===== src/design/sqw_ram.sv =====
// Generic single-port-write, single-port-read RAM with registered read data.
module sqw_ram #(
    parameter int WIDTH = 8,
    parameter int DEPTH = 16
) (
    input  logic                     clk,
    input  logic                     we,
    input  logic [$clog2(DEPTH)-1:0] waddr,
    input  logic [WIDTH-1:0]         wdata,
    input  logic [$clog2(DEPTH)-1:0] raddr,
    output logic [WIDTH-1:0]         rdata
);

    logic [WIDTH-1:0] mem [DEPTH];

    always_ff @(posedge clk)
    begin
        if (we)
        begin
            mem[waddr] <= wdata;
        end
        rdata <= mem[raddr];
    end

endmodule


===== config.mk =====
export PLATFORM = sky130hd
export DESIGN_NAME = sqw_ram
export DESIGN_NICKNAME = d
export VERILOG_FILES = /design/src/design/sqw_ram.sv
export SDC_FILE = /design/constraint.sdc
export NUM_CORES = 1
export LEC_CHECK = 0
export ABC_AREA = 0
export BUFFER_PORTS_ARGS = -buffer_cell sky130_fd_sc_hd__buf_2
export CELL_PAD_IN_SITES_DETAIL_PLACEMENT = 1
export CELL_PAD_IN_SITES_GLOBAL_PLACEMENT = 2
export CORE_ASPECT_RATIO = 1.5
export CORE_MARGIN = 4
export CORE_UTILIZATION = 48
export CTS_CLUSTER_SIZE = 30
export DETAILED_ROUTE_END_ITERATION = 6
export PLACE_DENSITY_LB_ADDON = 0.1
export SYNTH_ARGS = -nofsm -noshare
export SYNTH_HDL_FRONTEND = slang
export SYNTH_SLANG_ARGS = --single-unit
export TNS_END_PERCENT = 50

===== constraint.sdc =====
create_clock -name clk -period 2 [get_ports clk]
set_input_delay 0.2 -clock clk [delete_from_list [all_inputs] [get_ports clk]]
set_output_delay 0.2 -clock clk [all_outputs]
set_load 0.02 [all_outputs]

After elaboration in Yosys (flattened, before gate mapping)
Memory sizes are Yosys's and may differ from the RTL's. A register that Yosys moved wholly into a read port is not among the register bits.
Index checks and enable logic that the tools add are counted.
- mux-type cells: 2
- operators with widths (kind ; number):
    $mux W1 ; 2
- register bits after elaboration: 0
- memory bits (writable): 128
- input bits: 18
- output and inout port bits: 8
- word-level logic and storage cells: 3
- memories: 1
- memories (memory ; words ; width ; read ports ; clocked after memory_dff ; wr ports ; line ; source):
    mem ; 16 ; 8 ; 1 ; 1 ; 1 ; 14 ; logic [WIDTH-1:0] mem [DEPTH];

Longest topological paths before layout
- depth in word-level cells: 2
- gate-level depth with buffers: 5

Worst setup path after synthesis
No wires, ideal clock.
- kind: input -> register
- start point: in waddr[2]
- end point: mem mem[0][0], enable pin
- library setup time: 0.383 ns
- arrival time: 1.310 ns
- required time: 1.617 ns
- slack: 0.307 ns
- stages: 2
- path buffers: 0
- cell sequence: or3b_2 nor3_1
- RTL lines (element ; line ; source):
    start, declared ; 8 ; input logic [$clog2(DEPTH)-1:0] waddr,
    end, declared ; 14 ;
No word-level cell before the write port.

==> qor.csv <==
metric,value,unit
layout_setup_ws,480.7,ps
tightest_slew,437.2,ps
firstDrtPassIters,4,
cts_buffers,17,
tns,0,ps
critPathMaxFanout,1,
fin_hold_ws,184.8,ps
maxSlewHeadroom,70.86,%
initial_core_util,48.87,%
cts_buffer_depth,2,
slew_viol_final,0,
p_per_area,1023,nW/um^2
dp_cells,409,
io_pins,26,
seq_area_frac_synth,77.78,%
area_growth,17.60,%
ir_worst_vdd,0.0005935,V
dr_total_vias,2411,
drt-total-wl,10970,um
fillers,925,
cts_resized,0,
final_core_util,57.47,%
power.total,6.191,mW
fmax,658.2,MHz
rsz0062_at_grt,false,
tritoncts,yes,
synth_area_per_cell,22.48,sq um
drt.antenna.violating_nets,0,
start_kind,flip-flop,
clock-sinks,136,
synth_area,5147,sq um
drive_above_1_share,29.39,%
ys_ff_latch,136,
min_period,1519,ps
synth_fp_nets,247,
die_w,92.56,um
port_buffers,25,
worstHoldPathType,primary input to flip-flop,
endpoint_kind,flip-flop,
outcome,finished clean,
path_cells,mux4_1 -> a22oi_1 -> nand2_1,
final_common_cell,edfxtp_1,
route.detailed.drc,0,
ys_types,19,
required,2260,ps
dr.first_iter.drc_count,172,
nNetsFinal,302,
final_cells,440,
gp_congestion,0.7101,
slowest_stage,mux4_1,
grt_pass1_vias,2715,
clock_latency,400,ps
cts_setup_buffers,0,
grt_max_degree,24,
viasPerCell,5.480,
placed_area,5549,sq um
finalSetupViolCount,0,
cts_root_buf,clkbuf_16,
syn_inst,229,
max_stage_delay,540,ps
num_rows,46,
overflow,0,
clk_pin_slew_worst_paths,50,ps
design_area,6053,sq um
die-area,12480,sq um
critical_path_class,flip-flop to flip-flop,
holdBufCountCts,0,
place_ws,195.2,ps
p_leak,2.057,nW
post-route-period-util,75.97,%
clock-skew-final,6.958,ps
n_antenna_cell,0,
grt_first_pass_wirelength,17130,um
worstPathArrival,1780,ps
hold_viol,0,
wl_per_cell,24.93,um
antenna_found_initial,0,
final_cell_mix,"128 x edfxtp_1, 25 x buf_2, 19 x buf_4",
cap_violations,0,
grtUsageTotal,19.55,%
h-tree-depth,4,
dieHeight,134.8,um
ys_warn_count,0,
hpwl,7214,um
core,10530,sq um
-- cells in the mapped netlist (all sizes together) --
library cell / instances / share of area [%]
edfxtp: 128 / 75
mux4: 32 / 15
a22oi: 16 / 2.3
nor2: 13 / 0.95
nand2: 9 / 0.66
dfxtp: 8 / 3.1
buf: 7 / 1.1
nor3: 4 / 0.39
clkdlybuf4s25: 3 / 0.58
nand2b: 2 / 0.24
nand3b: 2 / 0.29
and2: 1 / 0.12
and2b: 1 / 0.15
nand3: 1 / 0.097
nor2b: 1 / 0.12
or3b: 1 / 0.17
-- layer usage --
layer | part of all wire [%] | track usage (%) | wire [um] | vias up
li1 | - | - | - | 1083
met4 | 1.0 | 6.116 | 110 | 0
met5 | 0 | 0 | 0 | -
met3 | 3.4 | 4.404 | 369 | 9
met1 | 42 | 24.70 | 4624 | 1260
met2 | 53 | 33.71 | 5866 | 59
-- layout make-up --
| type | count | area, sq um | share of cell area [%] |
|---|---|---|---|
| Sequential cell | 136 | 4004 | 66.14 |
| Multi-Input combinational cell | 83 | 1057 | 17.47 |
| Clock buffer | 26 | 479.2 | 7.916 |
| Timing Repair Buffer | 46 | 307.8 | 5.085 |
| Tap cell | 144 | 180.2 | 2.976 |
| Clock inverter | 5 | 25.02 | 0.4134 |
-- sequential cells by signal, indices dropped and copies added (netlist names) --
register	cells
rdata	8
mem	128
-- report_power, final --
part / leakage (nW) / internal (mW) / total [mW] / switching, mW
clock: 0.243 / 1.63 / 2.65 / 1.03
sequential: 1.22 / 3.19 / 3.21 / 0.0202
combinational: 0.590 / 0.131 / 0.327 / 0.196
total: 2.06 / 4.95 / 6.19 / 1.24
-- final timing paths --
| path | startpoint | endpoint | slack [ps] | cells past startpoint |
|---|---|---|---|---|
| max | mem[9][4] | rdata[4] | 480 | 3 |
| min | wdata[2] | mem[14][2] | 180 | 1 |
| max reg2reg | mem[9][4] | rdata[4] | 480 | 3 |
| min reg2reg | mem[14][5] | rdata[5] | 680 | 3 |
-- kinds of logic after synthesis --
family / share of synthesized area, %
buffers and inverters: 1.677
AOI/OAI and AO/OA: 2.334
muxes: 15.02
and+or+nand+nor: 3.184
DFF: 77.78
-- worst max-delay path, delay by kind of cell (launching register included) --
family,cells,cell delay (ps)
AOI/OAI and AO/OA,1,360
DFF,1,370
muxes,1,540
and+or+nand+nor,1,110
No activity file was read; power rests on OpenSTA's default activity.
